**src/rtl/core/reol_pkg.sv**
```systemverilog
// ----------------------------------------------------------------------------
// Ring entry offset lookup package
// Request and response types, request codes, state codes and defaults.
// ----------------------------------------------------------------------------
package reol_pkg;

  localparam int RING_DEPTH_DEF  = 16;
  localparam int LENGTH_BITS_DEF = 16;

  localparam int HANDLE_W = 32;
  localparam int LEN_W    = 16;
  localparam int POS_W    = 20;
  localparam int OFS_W    = 16;

  localparam logic REQ_ADD  = 1'b0;
  localparam logic REQ_FIND = 1'b1;

  typedef struct packed {
    logic                req_type;
    logic [HANDLE_W-1:0] entry_handle;
    logic [LEN_W-1:0]    entry_length;
    logic [POS_W-1:0]    byte_position;
  } reol_req_t;

  typedef struct packed {
    logic                hit;
    logic [HANDLE_W-1:0] found_handle;
    logic [OFS_W-1:0]    offset_in_entry;
    logic                dropped;
    logic [HANDLE_W-1:0] dropped_handle;
  } reol_rsp_t;

  typedef enum logic [1:0] {
    ST_IDLE,
    ST_ADD,
    ST_WALK,
    ST_DONE
  } reol_state_t;

endpackage

```
**src/rtl/core/reol_req_if.sv**
```systemverilog
// ----------------------------------------------------------------------------
// Ring entry offset lookup request channel
// Valid/ready channel carrying one add or find request.
// ----------------------------------------------------------------------------
interface reol_req_if
  import reol_pkg::*;
  ();

  logic      valid;
  logic      ready;
  reol_req_t data;

  modport source (output valid, output data, input ready);
  modport sink (input valid, input data, output ready);

endinterface

```
**src/rtl/core/reol_rsp_if.sv**
```systemverilog
// ----------------------------------------------------------------------------
// Ring entry offset lookup response channel
// Valid/ready channel carrying one response per request.
// ----------------------------------------------------------------------------
interface reol_rsp_if
  import reol_pkg::*;
  ();

  logic      valid;
  logic      ready;
  reol_rsp_t data;

  modport source (output valid, output data, input ready);
  modport sink (input valid, input data, output ready);

endinterface

```
**src/rtl/core/ring_entry_offset_lookup_top.sv**
```systemverilog
// ----------------------------------------------------------------------------
// Ring entry offset lookup
// Ring of handle/length entries. Add writes at the write slot and drops the
// oldest entry when full; find walks from the oldest entry to the entry
// holding a byte position.
//
//   channel   dir   handshake              payload
//   in_req    in    valid/ready            reol_req_t
//   out_rsp   out   valid/ready            reol_rsp_t
//
// Add: write and handle read on accept, then ADD, then DONE (response).
// Find: WALK scans up to RING_DEPTH entries, one memory
//   read per entry through the single read port of the entry memories.
// Reset clears the state, slot pointers, full flag and output valid; entry
//   memories are not cleared, and an unwritten entry's read value is unused.
// A response waits in the output register while the next request is taken;
//   a finished response holds in DONE until the output register is free.
// ----------------------------------------------------------------------------
module ring_entry_offset_lookup_top
  import reol_pkg::*;
#(
  parameter int RING_DEPTH  = RING_DEPTH_DEF,
  parameter int LENGTH_BITS = LENGTH_BITS_DEF
) (
  input  logic        clk,
  input  logic        rst_n,
  reol_req_if.sink    in_req,
  reol_rsp_if.source  out_rsp
);

  localparam int AW    = $clog2(RING_DEPTH);
  localparam int CNT_W = $clog2(RING_DEPTH + 1);
  localparam int CMP_W = (LENGTH_BITS > POS_W) ? LENGTH_BITS : POS_W;

  function automatic logic [AW-1:0] next_slot(input logic [AW-1:0] s);
    logic [AW-1:0] r;
    if (s == AW'(RING_DEPTH - 1)) begin
      r = '0;
    end else begin
      r = s + AW'(1);
    end
    return r;
  endfunction

  logic [HANDLE_W-1:0]    handle_mem [RING_DEPTH];
  logic [LENGTH_BITS-1:0] length_mem [RING_DEPTH];

  reol_state_t         state_r, state_nxt;
  logic [AW-1:0]       wr_slot_r, wr_slot_nxt;
  logic [AW-1:0]       old_slot_r, old_slot_nxt;
  logic                full_r, full_nxt;
  logic [AW-1:0]       slot_r, slot_nxt;
  logic [CNT_W-1:0]    rem_r, rem_nxt;
  logic [POS_W-1:0]    pos_r, pos_nxt;
  reol_rsp_t           res_r, res_nxt;
  logic                out_valid_r, out_valid_nxt;
  reol_rsp_t           out_data_r, out_data_nxt;
  logic [HANDLE_W-1:0] rd_handle_r;
  logic [LENGTH_BITS-1:0] rd_len_r;

  logic                mem_we;
  logic                rd_en;
  logic [AW-1:0]       rd_addr;
  logic                in_fire;
  logic                out_free;
  logic [CNT_W-1:0]    stored_cnt;
  logic [CMP_W-1:0]    pos_ext;
  logic [CMP_W-1:0]    len_ext;
  logic [CMP_W-1:0]    pos_diff;

  assign in_req.ready  = (state_r == ST_IDLE);
  assign in_fire       = in_req.valid && in_req.ready;
  assign out_free      = !out_valid_r || out_rsp.ready;
  assign out_rsp.valid = out_valid_r;
  assign out_rsp.data  = out_data_r;

  assign pos_ext  = CMP_W'(pos_r);
  assign len_ext  = CMP_W'(rd_len_r);
  assign pos_diff = pos_ext - len_ext;

  always_comb begin
    if (full_r) begin
      stored_cnt = CNT_W'(RING_DEPTH);
    end else if (wr_slot_r >= old_slot_r) begin
      stored_cnt = CNT_W'(wr_slot_r) - CNT_W'(old_slot_r);
    end else begin
      stored_cnt = CNT_W'(RING_DEPTH) - CNT_W'(old_slot_r) + CNT_W'(wr_slot_r);
    end
  end

  always_comb begin
    state_nxt     = state_r;
    wr_slot_nxt   = wr_slot_r;
    old_slot_nxt  = old_slot_r;
    full_nxt      = full_r;
    slot_nxt      = slot_r;
    rem_nxt       = rem_r;
    pos_nxt       = pos_r;
    res_nxt       = res_r;
    out_valid_nxt = out_valid_r;
    out_data_nxt  = out_data_r;
    mem_we        = 1'b0;
    rd_en         = 1'b0;
    rd_addr       = wr_slot_r;

    if (out_valid_r && out_rsp.ready) begin
      out_valid_nxt = 1'b0;
    end

    case (state_r)
      ST_IDLE: begin
        if (in_fire) begin
          res_nxt = '0;
          if (in_req.data.req_type == REQ_ADD) begin
            mem_we          = 1'b1;
            rd_en           = 1'b1;
            rd_addr         = wr_slot_r;
            res_nxt.dropped = full_r;
            if (full_r) begin
              old_slot_nxt = next_slot(old_slot_r);
            end
            wr_slot_nxt = next_slot(wr_slot_r);
            full_nxt    = (next_slot(wr_slot_r) == old_slot_nxt);
            state_nxt   = ST_ADD;
          end else begin
            pos_nxt  = in_req.data.byte_position;
            rem_nxt  = stored_cnt;
            slot_nxt = old_slot_r;
            if (stored_cnt == '0) begin
              state_nxt = ST_DONE;
            end else begin
              rd_en     = 1'b1;
              rd_addr   = old_slot_r;
              state_nxt = ST_WALK;
            end
          end
        end
      end
      ST_ADD: begin
        res_nxt.dropped_handle = res_r.dropped ? rd_handle_r : '0;
        state_nxt              = ST_DONE;
      end
      ST_WALK: begin
        if (pos_ext < len_ext) begin
          res_nxt.hit             = 1'b1;
          res_nxt.found_handle    = rd_handle_r;
          res_nxt.offset_in_entry = pos_r[OFS_W-1:0];
          state_nxt               = ST_DONE;
        end else begin
          pos_nxt = pos_diff[POS_W-1:0];
          if (rem_r == CNT_W'(1)) begin
            state_nxt = ST_DONE;
          end else begin
            slot_nxt = next_slot(slot_r);
            rem_nxt  = rem_r - CNT_W'(1);
            rd_en    = 1'b1;
            rd_addr  = next_slot(slot_r);
          end
        end
      end
      ST_DONE: begin
        if (out_free) begin
          out_valid_nxt = 1'b1;
          out_data_nxt  = res_r;
          state_nxt     = ST_IDLE;
        end
      end
      default: begin
        state_nxt = ST_IDLE;
      end
    endcase
  end

  always_ff @(posedge clk) begin
    if (mem_we) begin
      handle_mem[wr_slot_r] <= in_req.data.entry_handle;
      length_mem[wr_slot_r] <= LENGTH_BITS'(32'(in_req.data.entry_length));
    end
    if (rd_en) begin
      rd_handle_r <= handle_mem[rd_addr];
      rd_len_r    <= length_mem[rd_addr];
    end
  end

  always_ff @(posedge clk) begin
    if (!rst_n) begin
      state_r     <= ST_IDLE;
      wr_slot_r   <= '0;
      old_slot_r  <= '0;
      full_r      <= 1'b0;
      out_valid_r <= 1'b0;
    end else begin
      state_r     <= state_nxt;
      wr_slot_r   <= wr_slot_nxt;
      old_slot_r  <= old_slot_nxt;
      full_r      <= full_nxt;
      out_valid_r <= out_valid_nxt;
    end
  end

  always_ff @(posedge clk) begin
    slot_r     <= slot_nxt;
    rem_r      <= rem_nxt;
    pos_r      <= pos_nxt;
    res_r      <= res_nxt;
    out_data_r <= out_data_nxt;
  end

  a_full_slots: assert property (@(posedge clk) disable iff (!rst_n)
    full_r |-> (wr_slot_r == old_slot_r))
    else $error("full ring with write slot apart from oldest slot");

  a_slot_range: assert property (@(posedge clk) disable iff (!rst_n)
    (wr_slot_r < AW'(RING_DEPTH - 1) || wr_slot_r == AW'(RING_DEPTH - 1)) &&
    (old_slot_r < AW'(RING_DEPTH - 1) || old_slot_r == AW'(RING_DEPTH - 1)))
    else $error("slot pointer beyond ring depth");

  a_walk_remaining: assert property (@(posedge clk) disable iff (!rst_n)
    (state_r == ST_WALK) |-> (rem_r != '0))
    else $error("walk with no entries left to scan");

  a_rsp_from_done: assert property (@(posedge clk) disable iff (!rst_n)
    $rose(out_valid_r) |-> ($past(state_r) == ST_DONE))
    else $error("response loaded outside DONE");

  a_hit_no_drop: assert property (@(posedge clk) disable iff (!rst_n)
    out_valid_r |-> !(out_data_r.hit && out_data_r.dropped))
    else $error("response reports both hit and drop");

endmodule

```
**src/flat_wrapper.sv**
```systemverilog
// flat-port wrapper written by rule: the top's interface ports become plain ports
module ring_entry_offset_lookup_top_flat import reol_pkg::*;
#(
  parameter int RING_DEPTH  = RING_DEPTH_DEF,
  parameter int LENGTH_BITS = LENGTH_BITS_DEF
)
  (clk, rst_n, in_req_valid, in_req_data, in_req_ready, out_rsp_valid, out_rsp_data, out_rsp_ready);
  reol_req_if in_req_i ();
  reol_rsp_if out_rsp_i ();
  input  logic clk;
  input  logic rst_n;
  input wire logic [$bits(in_req_i.valid)-1:0] in_req_valid;
  input wire logic [$bits(in_req_i.data)-1:0] in_req_data;
  output wire logic [$bits(in_req_i.ready)-1:0] in_req_ready;
  output wire logic [$bits(out_rsp_i.valid)-1:0] out_rsp_valid;
  output wire logic [$bits(out_rsp_i.data)-1:0] out_rsp_data;
  input wire logic [$bits(out_rsp_i.ready)-1:0] out_rsp_ready;
  assign in_req_i.valid = in_req_valid;
  assign in_req_i.data = in_req_data;
  assign in_req_ready = in_req_i.ready;
  assign out_rsp_valid = out_rsp_i.valid;
  assign out_rsp_data = out_rsp_i.data;
  assign out_rsp_i.ready = out_rsp_ready;
  ring_entry_offset_lookup_top #(.RING_DEPTH(RING_DEPTH), .LENGTH_BITS(LENGTH_BITS)) u_core (.clk(clk), .rst_n(rst_n), .in_req(in_req_i), .out_rsp(out_rsp_i));
endmodule
```
**config.mk**
```make
export PLATFORM = sky130hd
export DESIGN_NAME = ring_entry_offset_lookup_top_flat
export DESIGN_NICKNAME = d
export VERILOG_FILES = /design/src/rtl/core/reol_pkg.sv /design/src/rtl/core/reol_req_if.sv /design/src/rtl/core/reol_rsp_if.sv /design/src/rtl/core/ring_entry_offset_lookup_top.sv /design/src/flat_wrapper.sv
export SDC_FILE = /design/constraint.sdc
export NUM_CORES = 1
export LEC_CHECK = 0
export BUFFER_PORTS_ARGS = -buffer_cell sky130_fd_sc_hd__buf_2
export CAP_MARGIN = 15
export CORE_ASPECT_RATIO = 2
export CORE_UTILIZATION = 30
export DETAILED_ROUTE_END_ITERATION = 8
export HOLD_SLACK_MARGIN = 0.03
export SYNTH_ARGS = -nofsm -noshare
export SYNTH_HDL_FRONTEND = slang
export SYNTH_SLANG_ARGS = --single-unit
export TNS_END_PERCENT = 20
```
**constraint.sdc**
```tcl
create_clock -name clk -period 14.4 [get_ports clk]
set_input_delay 2.16 -clock clk [delete_from_list [all_inputs] [get_ports clk]]
set_output_delay 2.16 -clock clk [all_outputs]
set_load 0.01 [all_outputs]
```
==> PnR_summary.wiki <==
{| class="wikitable"
! Metric !! Value
|-
| Final WS setup || about 8.6 ns
|-
| Top-area cell type share of the netlist area || 0.774
|-
| FMAX || 171 MHz
|-
| Share of layout cells above drive strength 1 || 0.148
|-
| Total Routing Usage GR || 0.132
|-
| Post-layout minimum cycle time || around 5.8 ns
|-
| Largest net degree at the start of global routing || 130
|-
| Static power due to leakage || approximately 0.015 uW
|-
| Peak VDD IR || 0.000116 V
|-
| Buffer cell driving the clock tree root || sky130_fd_sc_hd__clkbuf_16
|-
| Worst EP arrival || between 6 and 7 ns
|-
| Slew headroom || 0.140
|-
| Post-DP HPWL || 49300 um
|-
| Critical Path Source Type || primary input
|-
| Number of register bits inferred by synthesis || approximately 1000
|-
| Count of clock tree sinks || 1021
|-
| Worst setup EP type || flip-flop
|-
| # hold bufs at CTS || 0
|-
| Routed length per instance || 21.7 um
|-
| Antenna violations before repair || 24
|-
| Sequential element share of the synthesized area || 0.780
|-
| Total die area || about 130000 um2
|-
| Number of pins exceeding their max-slew limit in the final report || 0
|-
| Max-cap violations || 0
|-
| Die Width || 258 um
|-
| Total setup violations reported at the end of the flow || 0
|-
| Synth-to-Final Area Change || 13.9%
|-
| Synth warn || 0
|-
| Post-place instance area || 42000 um2
|-
| CTS-repair resized insts || 0
|-
| Count of mapped cells out of synthesis || 2170
|-
| Count of buffers inserted at the top-level ports || 156
|-
| Buffer levels on the longest clock path || 3
|-
| Critical path required time || 14.79 ns
|-
| Count of antenna-violating nets left after detailed routing || 0
|-
| CTS Buf Count || 79
|-
| Startpoint-to-endpoint class of the critical path || primary input to flip-flop
|-
| Initial detailed-routing violation count || 1405
|-
| Number of flops mapped to enable cells by yosys || 1009
|-
| Delay of the slowest critical-path stage || ~0.84 ns
|-
| Area of the core || between 100000 and 150000 um2
|-
| Routed wire length || a little under 90000 um
|-
| Largest area contributor in the synthesized netlist || sky130_fd_sc_hd__edfxtp_1
|-
| Worst Clk Skew || 0.0308 ns
|-
| Most area-consuming cells after synthesis || sky130_fd_sc_hd__edfxtp_1, sky130_fd_sc_hd__mux2i_1, sky130_fd_sc_hd__o22ai_1
|-
| CTS tree || yes
|-
| Post-synth cell types || 54
|-
| Synth Net Count || about 2300
|-
| Synthesized area per cell || about 18 um2
|-
| Fraction of synthesis flops using an asynchronous set or reset pin || 0
|-
| Number of iterations in the first detailed-routing pass || 5
|-
| Syn Std Cell Area || between 30000 and 40000 um2
|-
| Net count reported at finish || 2444
|-
| Via count of the routed design || about 20000
|-
| Total power draw || around 7600 uW
|-
| Number of buffers added for setup after CTS || 0
|-
| Detailed-route vias per instance || 4.77
|-
| Depth of the CTS H-tree || 3
|-
| Clock slew at reported path FFs || 0.07 ns
|-
| Residual overflow from global routing || 0
|-
| Worst slack, placed || 7.52 ns
|-
| Count of cells along the worst hold path || 0
|-
| R2r worst-path depth || 14
|-
| PwrDens || 170 nW/um2
|-
| Final core occ || 0.344
|-
| Most common flop cell mapped by yosys || sky130_fd_sc_hd__edfxtp_1
|-
| Hold Violations, Final || 0
|-
| I/O pin count || 157
|-
| Final weighted congestion of routability-driven global placement || around 0.76
|-
| Worst-path maximum fanout || 29
|-
| Final Cycle Share || 0.405
|-
| Status || completed
|-
| Post-Layout Inst Area || 44600 um2
|-
| Hold/Removal Path Class || flip-flop to flip-flop
|-
| Initial core utilization || 0.302
|-
| Later-pin clock latency in the skew report || 0.67 ns
|-
| Final sum of negative setup slack || 0 ns
|-
| Slowest cell on crit path || sky130_fd_sc_hd__a222oi_1
|-
| Row count || 187
|-
| Critical path cell sequence || buf_2 > nand2_1 > a311oi_2 > o21ai_0 > o21bai_1 > a222oi_1 > or3b_2 > buf_4 > o22ai_1 > or4_1
|-
| DR DRC count || 0
|-
| Height of the chip || 513 um
|-
| Via count of the first global-routing pass || 19900
|-
| Setup repair after global routing missed its margin || no
|-
| Tightest Pin Transition || about 1.3 ns
|-
| Global-route wire length before repair || roughly 130000 um
|}
==> sequential cells by signal, indices dropped and copies added, names as in the netlist <==
register / cells
u_core.handle_mem: 512
u_core.length_mem: 256
u_core.out_rsp.data: 82
u_core.res_r: 82
u_core.rd_handle_r: 32
u_core.pos_ext: 20
u_core.rd_len_r: 16
u_core.rem_r: 5
u_core.old_slot_r: 4
u_core.slot_r: 4
u_core.wr_slot_r: 4
u_core.state_r: 2
u_core.full_r: 1
u_core.out_rsp.valid: 1
==> critical path, delay by kind of cell <==
family                 cells  cell delay, ns
AO/OA/AOI/OAI              5            1.94
AND/OR/NAND/NOR            3            1.37
buffers and inverters      2            0.69
==> Yosys cell counts (2+ instances only) <==
cell type                  count
sky130_fd_sc_hd__a211oi_1      5
sky130_fd_sc_hd__a21o_1       11
sky130_fd_sc_hd__a21oi_1      22
sky130_fd_sc_hd__a221oi_1      2
sky130_fd_sc_hd__a222oi_1      2
sky130_fd_sc_hd__a31oi_1       6
sky130_fd_sc_hd__and2_1       48
sky130_fd_sc_hd__and3_1       35
sky130_fd_sc_hd__buf_1         3
sky130_fd_sc_hd__buf_2        28
sky130_fd_sc_hd__buf_4         8
sky130_fd_sc_hd__clkbuf_1     69
sky130_fd_sc_hd__dfxtp_1      12
sky130_fd_sc_hd__edfxtp_1   1009
sky130_fd_sc_hd__fa_1          2
sky130_fd_sc_hd__ha_1         32
sky130_fd_sc_hd__inv_1        37
sky130_fd_sc_hd__mux2_2       14
sky130_fd_sc_hd__mux2i_1     387
sky130_fd_sc_hd__nand2_1      31
sky130_fd_sc_hd__nand2b_1      6
sky130_fd_sc_hd__nand3_1       7
sky130_fd_sc_hd__nand3b_1      4
sky130_fd_sc_hd__nand4_1       4
sky130_fd_sc_hd__nor2_1       44
sky130_fd_sc_hd__nor2b_1       5
sky130_fd_sc_hd__nor3_1       12
sky130_fd_sc_hd__o21a_1        2
sky130_fd_sc_hd__o21ai_0      20
sky130_fd_sc_hd__o22ai_1     194
sky130_fd_sc_hd__o31ai_1       4
sky130_fd_sc_hd__or3_1         5
sky130_fd_sc_hd__or4_1        48
sky130_fd_sc_hd__xnor2_1      21
sky130_fd_sc_hd__xor2_1       12
==> power by group <==
part,switching [uW],internal (uW),leakage [uW],total [uW]
registers,133,3670,0.00929,3800
logic,1010,648,0.00479,1650
clock network,1040,1100,0.00122,2140
total,2180,5420,0.0153,7600
==> per-layer routing <==
layer / GRT usage / up-vias / routed length (um)
li1: - / 8942 / -
met1: 0.146 / 9886 / 33500
met2: 0.248 / 496 / 47800
met3: 0.0281 / 190 / 5090
met4: 0.0454 / 38 / 2420
met5: 0 / - / 219
==> final cells by class <==
type,count,area (um2)
multi-input combinational,1004,8180
clock buffer,90,2020
clock inverter,50,470
antenna,4,10.0
timing repair buffer,194,1120
inverter,37,139
sequential,1021,30500
fill,12200,85000
tap,1701,2130
==> cell usage in the layout, fill, tap and decap left out, types with 17 or more instances in the layout <==
| cell | n |
|---|---|
| sky130_fd_sc_hd__mux2i_1 | 387 |
| sky130_fd_sc_hd__nor2_1 | 31 |
| sky130_fd_sc_hd__a21oi_1 | 22 |
| sky130_fd_sc_hd__clkbuf_16 | 80 |
| sky130_fd_sc_hd__and3_1 | 35 |
| sky130_fd_sc_hd__inv_1 | 37 |
| sky130_fd_sc_hd__clkinv_2 | 17 |
| sky130_fd_sc_hd__buf_2 | 156 |
| sky130_fd_sc_hd__nand2_1 | 31 |
| sky130_fd_sc_hd__o21ai_0 | 19 |
| sky130_fd_sc_hd__xnor2_1 | 21 |
| sky130_fd_sc_hd__buf_4 | 35 |
| sky130_fd_sc_hd__ha_1 | 31 |
| sky130_fd_sc_hd__o22ai_1 | 194 |
| sky130_fd_sc_hd__or4_1 | 48 |
| sky130_fd_sc_hd__edfxtp_1 | 1009 |
| sky130_fd_sc_hd__and2_1 | 48 |
==> path summary, 6_finish.rpt <==
kind	endpoint	slack, ns	from
worst min register to register	u_core.out_rsp.data[43]	0.42	u_core.res_r[43]
worst max register to register	u_core.rd_handle_r[7]	8.62	u_core.rd_len_r[0]
worst min-delay path	u_core.out_rsp.data[43]	0.42	u_core.res_r[43]
worst max-delay path	u_core.rd_handle_r[7]	8.57	in_req_valid
==> cells by family after synthesis <==
kind of cell               Yosys count  share of synthesized area
adders and majority gates           34                     0.0112
and+or+nand+nor                    256                     0.0376
buffers and inverters              145                     0.0156
AOI/OAI and AO/OA                  280                     0.0456
muxes                              401                      0.103
xor gates and xnor gates            33                    0.00738
DFF                               1021                      0.780
==> stage by stage <==
stage	std cells	hold WS (ns)
after floorplan	2170	0.400
after global placement	3955	0.402
after detailed placement	3955	0.405
after CTS	4095	0.415
after global routing	4098	0.424
final	4101	0.416
(Power assumes the default switching activity.)
